**src/sv/cwts_pkg.sv**
```systemverilog
`default_nettype none
package cwts_pkg;
    localparam int HISTORY_DEPTH_DEF  = 1024;
    localparam int RATE_FRAC_BITS_DEF = 15;
    localparam int CNT_W   = 11;
    localparam int RATE_W  = 16;
    localparam int ENTRY_W = 32 + 16 + 16 + 32 + 8 + 3;
    localparam int IN_W    = 112;
    localparam int OUT_W   = 152;
    localparam logic [1:0] REG_WINDOW_SECONDS = 2'd0;
    localparam logic [1:0] REG_RECENT_COUNT   = 2'd1;
    localparam logic [1:0] REG_OTHER_SERVICE  = 2'd2;
    localparam logic [2:0] FLAG_S0  = 3'd1;
    localparam logic [2:0] FLAG_S3  = 3'd4;
    localparam logic [2:0] FLAG_REJ = 3'd5;

    typedef struct packed {
        logic [31:0] dest_host;
        logic [15:0] dest_port;
        logic [15:0] src_port;
        logic [31:0] time_sec;
        logic [7:0]  service_code;
        logic [2:0]  flag_code;
    } rec_t;

    // one tally: eleven counters, each wide enough for the history depth
    typedef struct packed {
        logic [16:0] host_cnt;
        logic [16:0] port_cnt;
        logic [16:0] total;
        logic [16:0] serr;
        logic [16:0] rerr;
        logic [16:0] svc_same;
        logic [16:0] svc_diff;
        logic [16:0] p_serr;
        logic [16:0] p_rerr;
        logic [16:0] p_diff_host;
        logic [16:0] same_src;
    } tally_t;
endpackage
`default_nettype wire

```
**src/sv/cwts_div.sv**
```systemverilog
`default_nettype none
// restoring divider: quotient of (num << FRAC) / den, one bit per cycle
module cwts_div #(
    parameter int FRAC  = cwts_pkg::RATE_FRAC_BITS_DEF,
    parameter int NUM_W = 17
) (
    input  wire logic             clk,
    input  wire logic             rst_n,
    input  wire logic             start,
    input  wire logic [NUM_W-1:0] num,
    input  wire logic [NUM_W-1:0] den,
    output logic                  busy,
    output logic [15:0]           quo
);
    localparam int QW = NUM_W + FRAC;
    localparam int CW = $clog2(QW + 1);
    logic [QW-1:0]    dvd_reg;
    logic [QW-1:0]    q_reg;
    logic [NUM_W:0]   rem_reg;
    logic [NUM_W-1:0] den_reg;
    logic [CW-1:0]    cnt_reg;
    logic             busy_reg;
    logic [NUM_W:0]   shifted;
    logic [NUM_W:0]   diff;

    always_comb
    begin
        shifted = {rem_reg[NUM_W-1:0], dvd_reg[QW-1]};
        diff    = shifted - {1'b0, den_reg};
    end

    always_ff @(posedge clk or negedge rst_n)
    begin
        if (!rst_n)
        begin
            busy_reg <= 1'b0;
            cnt_reg  <= '0;
        end
        else if (start)
        begin
            busy_reg <= 1'b1;
            cnt_reg  <= CW'(QW);
        end
        else if (busy_reg)
        begin
            cnt_reg <= cnt_reg - 1'b1;
            if (cnt_reg == CW'(1))
                busy_reg <= 1'b0;
        end
    end

    always_ff @(posedge clk)
    begin
        if (start)
        begin
            dvd_reg <= {num, {FRAC{1'b0}}};
            den_reg <= den;
            rem_reg <= '0;
            q_reg   <= '0;
        end
        else if (busy_reg)
        begin
            dvd_reg <= {dvd_reg[QW-2:0], 1'b0};
            if (!diff[NUM_W])
            begin
                rem_reg <= diff;
                q_reg   <= {q_reg[QW-2:0], 1'b1};
            end
            else
            begin
                rem_reg <= shifted;
                q_reg   <= {q_reg[QW-2:0], 1'b0};
            end
        end
    end

    assign busy = busy_reg;
    assign quo  = (den_reg == '0) ? 16'd0 : q_reg[15:0];
endmodule
`default_nettype wire

```
**config.mk**
```make
export PLATFORM = sky130hd
export DESIGN_NAME = cwts_div
export DESIGN_NICKNAME = d
export VERILOG_FILES = /design/src/sv/cwts_pkg.sv /design/src/sv/cwts_div.sv
export SDC_FILE = /design/constraint.sdc
export NUM_CORES = 1
export LEC_CHECK = 0
export BUFFER_PORTS_ARGS = -buffer_cell sky130_fd_sc_hd__buf_4
export CAP_MARGIN = 20
export CORE_ASPECT_RATIO = 1.75
export CORE_MARGIN = 1
export CORE_UTILIZATION = 58
export CTS_CLUSTER_DIAMETER = 200
export DETAILED_ROUTE_END_ITERATION = 7
export MAX_ROUTING_LAYER = met4
export PLACE_DENSITY = 0.85
export SETUP_SLACK_MARGIN = 0.02
export SKIP_CTS_REPAIR_TIMING = 1
export SLEW_MARGIN = 10
export SYNTH_ARGS = -nofsm -noshare
export SYNTH_HDL_FRONTEND = slang
export SYNTH_SLANG_ARGS = --single-unit
```
**constraint.sdc**
```tcl
create_clock -name clk -period 3.5 [get_ports clk]
set_clock_uncertainty 0.15 [all_clocks]
set_input_delay 0.175 -clock clk [delete_from_list [all_inputs] [get_ports clk]]
set_output_delay 0.175 -clock clk [all_outputs]
set_load 0.02 [all_outputs]
```
---- Word level (Yosys, flattened, before mapping) ----
Index checks and enable logic that the tools add are counted.
word-level totals
  memory bits (writable) .................. 0
  bits in registers ....................... 74
  ROM bits ................................ 0
  memories kept ........................... 0
  bits in latches ......................... 0
  input bits .............................. 37
  word-level logic and storage cells ...... 21
  output and inout bits ................... 17
operators by class
  $add $sub $neg .......................... 2
  reduce and logical (&&, ||, !) cells .... 2
  bitwise operators ....................... 0
  div/mod/pow operators ................... 0
  $mul .................................... 0
  shifts and indexed selects .............. 0
  muxes and demuxes ....................... 10
  magnitude comparators ................... 0
  equal/unequal tests ..................... 1
operators with widths
  cell                                              number
  2-to-1 mux 32 bit                                 2
  subtractor 18 x 17 -> 18 bit                      1
  zero test 17 bit                                  1
  2-to-1 mux 17 bit                                 1
  2-to-1 mux 16 bit                                 1
  2-to-1 mux 6 bit                                  2
  == test 6 x 1 -> 1 bit, second input constant     1
  subtractor 6 x 1 -> 6 bit, second input constant  1
  2-to-1 mux 1 bit                                  4
  nonzero test 2 bit                                1

---- Longest topological paths before layout ----
Gate-level depths: netlist of the first run.
  depth in word-level cells ............... 4
  depth in mapped cells ................... 12
  gate-level depth less buffers ........... 10

---- Worst setup path before layout of the first run ----
No wires, ideal clock.
  path kind ............................... register to register
  from .................................... register den_reg[12]
  to ...................................... register rem_reg[11]
  buffers on the path ..................... 1
  arrival ................................. 2,552 ps
  slack ................................... 707 ps
  required time ........................... 3,259 ps
  clock period less this slack ............ 2,793 ps
  library setup time ...................... 91 ps
  stages on the path, launching flop included .. 11
  path through ............................ edfxtp_1 -> inv_1 -> ha_1 -> buf_6 -> a21o_1 -> o21bai_1 -> a221o_1 -> a21o_1 -> o21a_4 -> or4_1 -> a311oi_1
between the ends
  cells in the longest elaborated chain, start to end .. 2
ends and longest elaborated chain
  element                       line            RTL
  start, declared               cwts_div.sv:20  logic [NUM_W-1:0] den_reg;
  start signal, assigned        cwts_div.sv:57  den_reg <= den;
  subtractor 18 x 17 -> 18 bit  cwts_div.sv:29  diff = shifted - {1'b0, den_reg};
  2-to-1 mux 17 bit             cwts_div.sv:64  if (!diff[NUM_W])
  end signal, assigned          cwts_div.sv:66  rem_reg <= diff;
  end signal, assigned          cwts_div.sv:71  rem_reg <= shifted;
  end, declared                 cwts_div.sv:19  logic [NUM_W:0] rem_reg;
No other way between the ends.
A chain may end at the register's enable or synchronous reset.

---- Final worst setup path of the first run ----
  from .................................... register den_reg[0]
  to ...................................... register rem_reg[14]
The elaborated chain is that of the path after synthesis.

==> results.yml, run 1 <==
cts:
  root_buffer: "clkbuf_16"
  clockBufferDepth: 2
  htree_levels: 3
  clk_pin_slew_worst_paths_ns: 0.06
  numCtsBuffers: 9
  clk_latency_ns: 0.34
  cts_tree: "done"
  cts_num_sinks: 74
drt:
  drc: 0
  wl_um: 10800
  viasPerCell: 6.11
  drt_iter0_drc: 288
  drt_pre_antenna_iters: 7
  vias: 3451
  wire_per_inst_um: 19.1
  ant_nets: 0
synth:
  synth_most_common_cell: "nor2_1"
  ys_seq_elements: 74
  yosys_warnings: 0
  ys_seq_area_share_pct: 46.7
  async_flop_share_pct: 9.46
  syn_nets: 455
  syn_area_per_cell_um2: 9.98
  synth_flop_cell: "edfxtp_1"
  synth_cell_types: 54
  synth_edf_count: 34
  syn_area_mm2: 0.00397
  syn_inst: 398
  synth_top_area_share_pct: 25.7
  synth_top_area_cell: "edfxtp_1"
  synthTopCellsByCount: "nor2_1, edfxtp_1, dfxtp_1, o21ai_0, inv_1"
  synthTopCellsByArea: "edfxtp_1, dfxtp_1, ha_1"
grt:
  overflow: 0
  grt_pass1_vias: 3343
  grt_pass1_wl_um: 15600
  grt_antenna_before_repair: 0
  grt_max_degree: 44
  grt_usage_pct: 29.9
sta:
  rsz0062_at_grt: "no"
  max_clock_freq_mhz: 315
  tns_ns: 0
  final.setup.worst_slack_ns: 0.322
  max-slew-margin-rel_pct: 55.3
  hold-worst-slack_ns: 0.00303
  setup_violations: 0
  post-route-period-util_pct: 90.8
  final_max_slew_viol_count: 0
  hold_viol: 0
  worstMarginPinSlew_ns: 0.670
  fin_crit_ns: 3.18
layout:
  final_layout_size_suffix_gt1_share_pct: 20.3
  n_antenna_cell: 0
  final_cell_area_mm2: 0.00508
  layout.cells.non_filler: 565
  fin_nets: 535
  syn2layout_area_growth_pct: 27.8
power:
  seqPwrFrac_pct: 33.6
  vdd_drop_max_uv: 529
  p_clk_share_pct: 28.8
  p_leak_nw: 2.26
  p_per_area_mw_per_mm2: 724
  switching_power_mw: 1.29
  switching_share_pct: 35.0
  internal_power_mw: 2.39
  pwr-share-comb_pct: 37.6
critical_path:
  cp_max_fo: 4
  crit_arrival_ns: 3.28
  start_kind: "register"
  critPathRequiredTime_ns: 3.61
  path_class: "reg2reg"
  end_kind: "register"
floorplan:
  fp-row-count: 39
  die_h_um: 112
  ioPinCount: 54
  die-area_mm2: 0.00720
  start_util_pct: 60.3
  design.core.area_mm2: 0.00659
  die_w_um: 64.6
placement:
  pre_cts_ws_ns: 0.420
  dpl.hpwl_um: 6880
  io_buffer_count: 53
  placed_area_mm2: 0.00445
  routabilityCongestion: 0.982
  placed_cells: 520
status:
  status: "finished, final reports clean"
job:
  maxCapViolations: 0
hold_path:
  hold_class: "in2reg"
-- per-stage QoR --
step	total power, mW	utilization, %
floorplan	2.20	-
global placement	2.51	67.6
detailed placement	2.55	67.6
CTS	3.61	72.7
global route	3.86	77.1
finish	3.67	77.1
-- power by group through the flow --
stage,sequential [mW],combinational (mW),clock (mW)
finish,1.24,1.38,1.06
global route,1.26,1.50,1.10
CTS,1.23,1.32,1.05
detailed placement,1.24,1.31,0
global placement,1.24,1.28,0
floorplan,1.19,1.01,0
-- worst max-delay path, cell delays in order (launching register included) --
cell	delay, ns
edfxtp_1	0.41
ha_1	0.23
fa_1	0.39
nand2b_1	0.20
a21oi_1	0.35
o221ai_1	0.28
a21boi_0	0.31
nor3_1	0.07
or4b_1	0.46
a311oi_1	0.24
-- final cells by class --
type / instances / area (µm²)
clock buffers: 11 / 233
clock inverters: 5 / 103
fillers: 430 / 1510
inverters: 22 / 82.6
multi-input cells: 281 / 1950
flip-flops and latches: 74 / 1860
well taps: 82 / 103
repair buffers: 90 / 748
-- kinds of logic (layout without fill, tap and decap cells) --
kind of cell | Yosys count | in the layout | synth area share, %
AOI/OAI and AO/OA | 89 | 89 | 15.2
xor gates and xnor gates | 11 | 11 | 2.42
buffers and inverters | 43 | 128 | 4.31
and+or+nand+nor | 130 | 130 | 16.5
adders and majority gates | 20 | 20 | 6.49
muxes | 31 | 31 | 8.31
DFF | 74 | 74 | 46.7
-- worst paths after layout --
check	cells past startpoint	end	slack, ns	start
setup / recovery	9	rem_reg[14]$_SDFFE_PP0P_	0.32	den_reg[0]$_DFFE_PP_
hold / removal	2	dvd_reg[22]$_DFFE_PP_	0.003	num[7]
setup reg to reg	9	rem_reg[14]$_SDFFE_PP0P_	0.32	den_reg[0]$_DFFE_PP_
hold reg to reg	2	q_reg[0]$_SDFFE_PP0P_	0.35	q_reg[0]$_SDFFE_PP0P_
max in group asynchronous	2	busy$_DFF_PN0_	3.02	rst_n
min in group asynchronous	2	cnt_reg[5]$_DFFE_PN0P_	0.05	rst_n
-- cells in the final DEF, fill, tap and decap left out, drive strengths merged, types with 4 or more instances in the layout --
master        n
nor3          6
ha           19
o211ai        6
nor2b        19
mux2i        15
o21ai        29
a311oi       12
a21o          6
xor2          5
xnor2         6
a21oi        13
dfrtp         7
clkbuf       11
nand3        12
nor2         50
inv          22
dlygate4sd3  29
nand2b        4
buf          61
dfxtp        33
nor4          4
nand4         8
nand2        12
mux2         16
edfxtp       34
-- metal layers --
| layer | track usage (%) | wire length [µm] | share of wire (%) | up-vias |
|---|---|---|---|---|
| met5 | - | 0 | 0 | - |
| met4 | 20.7 | 540 | 5.0 | 0 |
| met3 | 5.53 | 422 | 3.9 | 40 |
| met2 | 52.8 | 6000 | 55 | 153 |
| met1 | 28.1 | 3850 | 36 | 1649 |
| li1 | - | - | - | 1609 |
No activity file was read; power rests on OpenSTA's default activity.
==> run 2: changes to the inputs <==
--- a/config.mk
+++ b/config.mk
@@ -8,7 +8,7 @@
 export BUFFER_PORTS_ARGS = -buffer_cell sky130_fd_sc_hd__buf_4
 export CAP_MARGIN = 20
 export CORE_ASPECT_RATIO = 1.75
-export CORE_MARGIN = 1
+export CORE_MARGIN = 10
 export CORE_UTILIZATION = 58
 export CTS_CLUSTER_DIAMETER = 200
 export DETAILED_ROUTE_END_ITERATION = 7
==> results.yml, run 2 (synthesized netlist as in run 1, its figures left out) <==
critical_path:
  path_class: "reg2reg"
  critical_path.most_common_cell: "a21o_1"
  cp_max_fo: 19
  critPathTopFamily: "compound AO/OA/AOI/OAI gates"
  crit_chain: "inv_1 -> ha_1 -> a21o_1 -> o21bai_1 -> a221o_1 -> a21o_1 -> o21a_4 -> or4_1 -> a311oi_1"
  slowest_delay_ns: 0.56
  crit_arrival_ns: 3.25
  crit_slowest_cell: "or4_1"
  start_kind: "register"
  critPathRequiredTime_ns: 3.59
  end_kind: "register"
  cp.buffers_inverters: 1
layout:
  fin_nets: 530
  layout.cells.non_filler: 560
  n_antenna_cell: 0
  final_common_cell: "buf_4"
  final_layout_size_suffix_gt1_share_pct: 20.9
  final_cell_mix: "buf_4, nor2_1, edfxtp_1"
  syn2layout_area_growth_pct: 25.9
power:
  total_power_mw: 3.52
  p_per_area_mw_per_mm2: 704
  p_leak_nw: 2.23
  vdd_drop_max_uv: 467
status:
  violations: "negative hold slack"
  status: "finished, violations left"
sta:
  worstMarginPinSlew_ns: 0.631
  setup_violations: 0
  final.setup.worst_slack_ns: 0.332
  hold_viol: 4
  hold-worst-slack_ns: -0.00390
  fin_crit_ns: 3.17
  max_clock_freq_mhz: 316
  final_max_slew_viol_count: 0
  max-slew-margin-rel_pct: 57.9
  rsz0062_at_grt: "no"
  tns_ns: 0
  post-route-period-util_pct: 90.5
grt:
  overflow: 0
  grt_pass1_wl_um: 16000
  grt_antenna_before_repair: 0
  grt_max_degree: 45
  grt_usage_pct: 20.2
  grt_pass1_vias: 3399
floorplan:
  start_util_pct: 60.3
  design.core.area_mm2: 0.00659
  fp-row-count: 39
  ioPinCount: 54
  die-area_mm2: 0.0107
  die_h_um: 130
  die_w_um: 82.6
drt:
  wl_um: 10800
  viasPerCell: 6.04
  wire_per_inst_um: 19.4
  ant_nets: 0
  drt_pre_antenna_iters: 4
  drt_iter0_drc: 277
  drc: 0
  vias: 3380
placement:
  dpl.hpwl_um: 7150
  pre_cts_ws_ns: 0.429
  routabilityCongestion: 0.940
  placed_cells: 520
  io_buffer_count: 53
cts:
  cts_num_sinks: 74
  numCtsBuffers: 9
  htree_levels: 3
  clk_latency_ns: 0.34
  root_buffer: "clkbuf_16"
  clockBufferDepth: 2
  clk_pin_slew_worst_paths_ns: 0.06
  cts_tree: "done"
hold_path:
  hold_class: "in2reg"
job:
  maxCapViolations: 0
## run 2: power breakdown
part	switching [mW]	internal [mW]	total, mW
logic	0.758	0.599	1.36
registers	0.142	1.09	1.23
clock network	0.353	0.583	0.937
## run 2: per-layer routing
layer | up-vias | share of wire [%] | wire length, µm | GRT usage [%]
met1 | 1613 | 35 | 3760 | 19.7
met5 | - | 0 | 0 | -
met3 | 42 | 5.1 | 551 | 4.99
met4 | 0 | 5.0 | 538 | 12.3
li1 | 1603 | - | - | -
met2 | 122 | 55 | 6000 | 34.5
## run 2: final timing paths
path                            cells past startpoint  slack (ns)                       end               startpoint
worst min register to register                      1        0.35   rem_reg[1]$_SDFFE_PP0P_  rem_reg[1]$_SDFFE_PP0P_
worst max-delay path                                9        0.33  rem_reg[11]$_SDFFE_PP0P_    den_reg[12]$_DFFE_PP_
min in group asynchronous                           2        0.04    cnt_reg[0]$_DFFE_PN0P_                    rst_n
worst min-delay path                                2      -0.004     dvd_reg[20]$_DFFE_PP_                   num[5]
worst max register to register                      9        0.33  rem_reg[11]$_SDFFE_PP0P_    den_reg[12]$_DFFE_PP_
max in group asynchronous                           2        3.03            busy$_DFF_PN0_                    rst_n
## run 2: metrics by stage
| step | util (%) | area (µm²) |
|---|---|---|
| global route | 76.0 | 5000 |
| CTS | 72.3 | 4760 |
| finish | 76.0 | 5000 |
| floorplan | - | 3970 |
| global placement | 67.6 | 4450 |
| detailed placement | 67.6 | 4450 |
## run 2: final cells by class
class                           count  area, µm²
Sequential cell                    74       1860
Multi-Input combinational cell    281       1950
Fill cell                         448       1580
Clock buffer                       13        293
Tap cell                           82        103
Timing Repair Buffer               85        698
Inverter                           22       82.6
Clock inverter                      3       17.5
==> run 3: changes to the inputs <==
--- a/config.mk
+++ b/config.mk
@@ -14,6 +14,7 @@
 export DETAILED_ROUTE_END_ITERATION = 7
 export MAX_ROUTING_LAYER = met4
 export PLACE_DENSITY = 0.85
+export RECOVER_POWER = 100
 export SETUP_SLACK_MARGIN = 0.02
 export SKIP_CTS_REPAIR_TIMING = 1
 export SLEW_MARGIN = 10
==> results.yml, run 3 (synthesized netlist as in run 1, its figures left out) <==
placement:
  routabilityCongestion: 0.940
  dpl.hpwl_um: 7150
  pre_cts_ws_ns: 0.429
  io_buffer_count: 53
critical_path:
  end_kind: "register"
  crit_arrival_ns: 3.29
  critPathRequiredTime_ns: 3.61
  cp_max_fo: 44
  start_kind: "register"
  path_class: "reg2reg"
layout:
  final_layout_size_suffix_gt1_share_pct: 16.5
  n_antenna_cell: 0
  syn2layout_area_growth_pct: 23.9
  fin_nets: 530
  final_common_cell: "nor2_1"
  final_cell_mix: "nor2_1, edfxtp_1, dfxtp_1"
sta:
  final_max_slew_viol_count: 76
  worstMarginPinSlew_ns: 2.22
  final.setup.worst_slack_ns: 0.323
  max_clock_freq_mhz: 315
  hold_viol: 7
  rsz0062_at_grt: "no"
  setup_violations: 0
  tns_ns: 0
  post-route-period-util_pct: 90.8
  max-slew-margin-rel_pct: -48.1
  fin_crit_ns: 3.18
  hold-worst-slack_ns: -0.00554
grt:
  grt_usage_pct: 20.2
  grtUsageMet2_pct: 34.5
  gr-usage-met1_pct: 19.7
  grt_pass1_wl_um: 16000
  grt_use_met3_pct: 4.99
  overflow: 0
  grt_pass1_vias: 3399
  grt_max_degree: 45
  grt_antenna_before_repair: 0
  grt.busiest_layer: "met2"
cts:
  clk_pin_slew_worst_paths_ns: 0.06
  numCtsBuffers: 9
  htree_levels: 3
  root_buffer: "clkbuf_16"
  clk_latency_ns: 0.34
  cts_num_sinks: 74
  cts_tree: "done"
  clockBufferDepth: 2
status:
  status: "finished, violations left"
  violations: "negative hold slack, max-capacitance violations, max-slew violations"
drt:
  viasPerCell: 6.07
  wire_per_inst_um: 19.4
  vias: 3400
  ant_nets: 0
  drt_pre_antenna_iters: 5
  drt_iter0_drc: 312
  wl_um: 10900
  drc: 0
power:
  switching_share_pct: 35.7
  internal_power_mw: 2.26
  p_clk_share_pct: 26.7
  seqPwrFrac_pct: 34.9
  vdd_drop_max_uv: 463
  pwr-share-comb_pct: 38.4
  p_per_area_mw_per_mm2: 715
  switching_power_mw: 1.26
  p_leak_nw: 2.15
job:
  maxCapViolations: 2
floorplan:
  design.core.area_mm2: 0.00659
  die-area_mm2: 0.0107
  start_util_pct: 60.3
  die_w_um: 82.6
  ioPinCount: 54
  fp-row-count: 39
  die_h_um: 130
hold_path:
  hold_class: "in2reg"
[run 3: power groups by stage]
stage	Combinational [mW]	Sequential, mW	Clock (mW)
after floorplan	1.01	1.19	0
after global placement	1.26	1.24	0
after global routing	1.49	1.25	0.993
after CTS	1.31	1.23	0.948
after detailed placement	1.29	1.24	0
final	1.35	1.23	0.938
[run 3: final timing paths]
| kind | startpoint | end | slack [ns] | cells after the start |
|---|---|---|---|---|
| min in group asynchronous | rst_n | cnt_reg[0]$_DFFE_PN0P_ | 0.11 | 2 |
| worst max-delay path | busy$_DFF_PN0_ | rem_reg[13]$_SDFFE_PP0P_ | 0.32 | 4 |
| max in group asynchronous | rst_n | busy$_DFF_PN0_ | 2.81 | 2 |
| worst max register to register | busy$_DFF_PN0_ | rem_reg[13]$_SDFFE_PP0P_ | 0.32 | 4 |
| worst min register to register | rem_reg[1]$_SDFFE_PP0P_ | rem_reg[1]$_SDFFE_PP0P_ | 0.36 | 1 |
| worst min-delay path | num[5] | dvd_reg[20]$_DFFE_PP_ | -0.006 | 2 |
[run 3: layout make-up]
cell class / instances / area [µm²]
clock inverter: 3 / 17.5
sequential: 74 / 1860
timing repair buffer: 85 / 624
inverter: 22 / 82.6
clock buffer: 13 / 293
fill: 476 / 1670
tap: 82 / 103
multi-input combinational: 281 / 1950
[run 3: through the flow]
| stage | hold WS, ns | area (µm²) | utilization (%) | instances | power (mW) |
|---|---|---|---|---|---|
| 3_5_place_dp | -0.160 | 4450 | 67.6 | 520 | 2.53 |
| 6_report | -0.00554 | 4920 | 74.7 | 560 | 3.52 |
| 5_1_grt | -0.0103 | 4920 | 74.7 | 560 | 3.73 |
| 4_1_cts | -0.516 | 4760 | 72.3 | 536 | 3.48 |
| 3_3_place_gp | -0.159 | 4450 | 67.6 | 520 | 2.50 |
| 2_1_floorplan | -0.271 | 3970 | - | 398 | 2.20 |
[run 3: worst max-delay path, cell delays in order, from the launching register on]
cell,delay (ns)
dfrtp_1,0.52
clkbuf_1,1.63
nor2b_1,0.49
nand3_1,0.13
o211ai_1,0.18
[run 3: per-layer routing]
| metal | routed length (µm) | vias up | part of all wire, % |
|---|---|---|---|
| met5 | 0 | - | 0 |
| met4 | 429 | 0 | 3.9 |
| met3 | 457 | 35 | 4.2 |
| met2 | 6110 | 131 | 56 |
| met1 | 3880 | 1632 | 36 |
| li1 | - | 1602 | - |
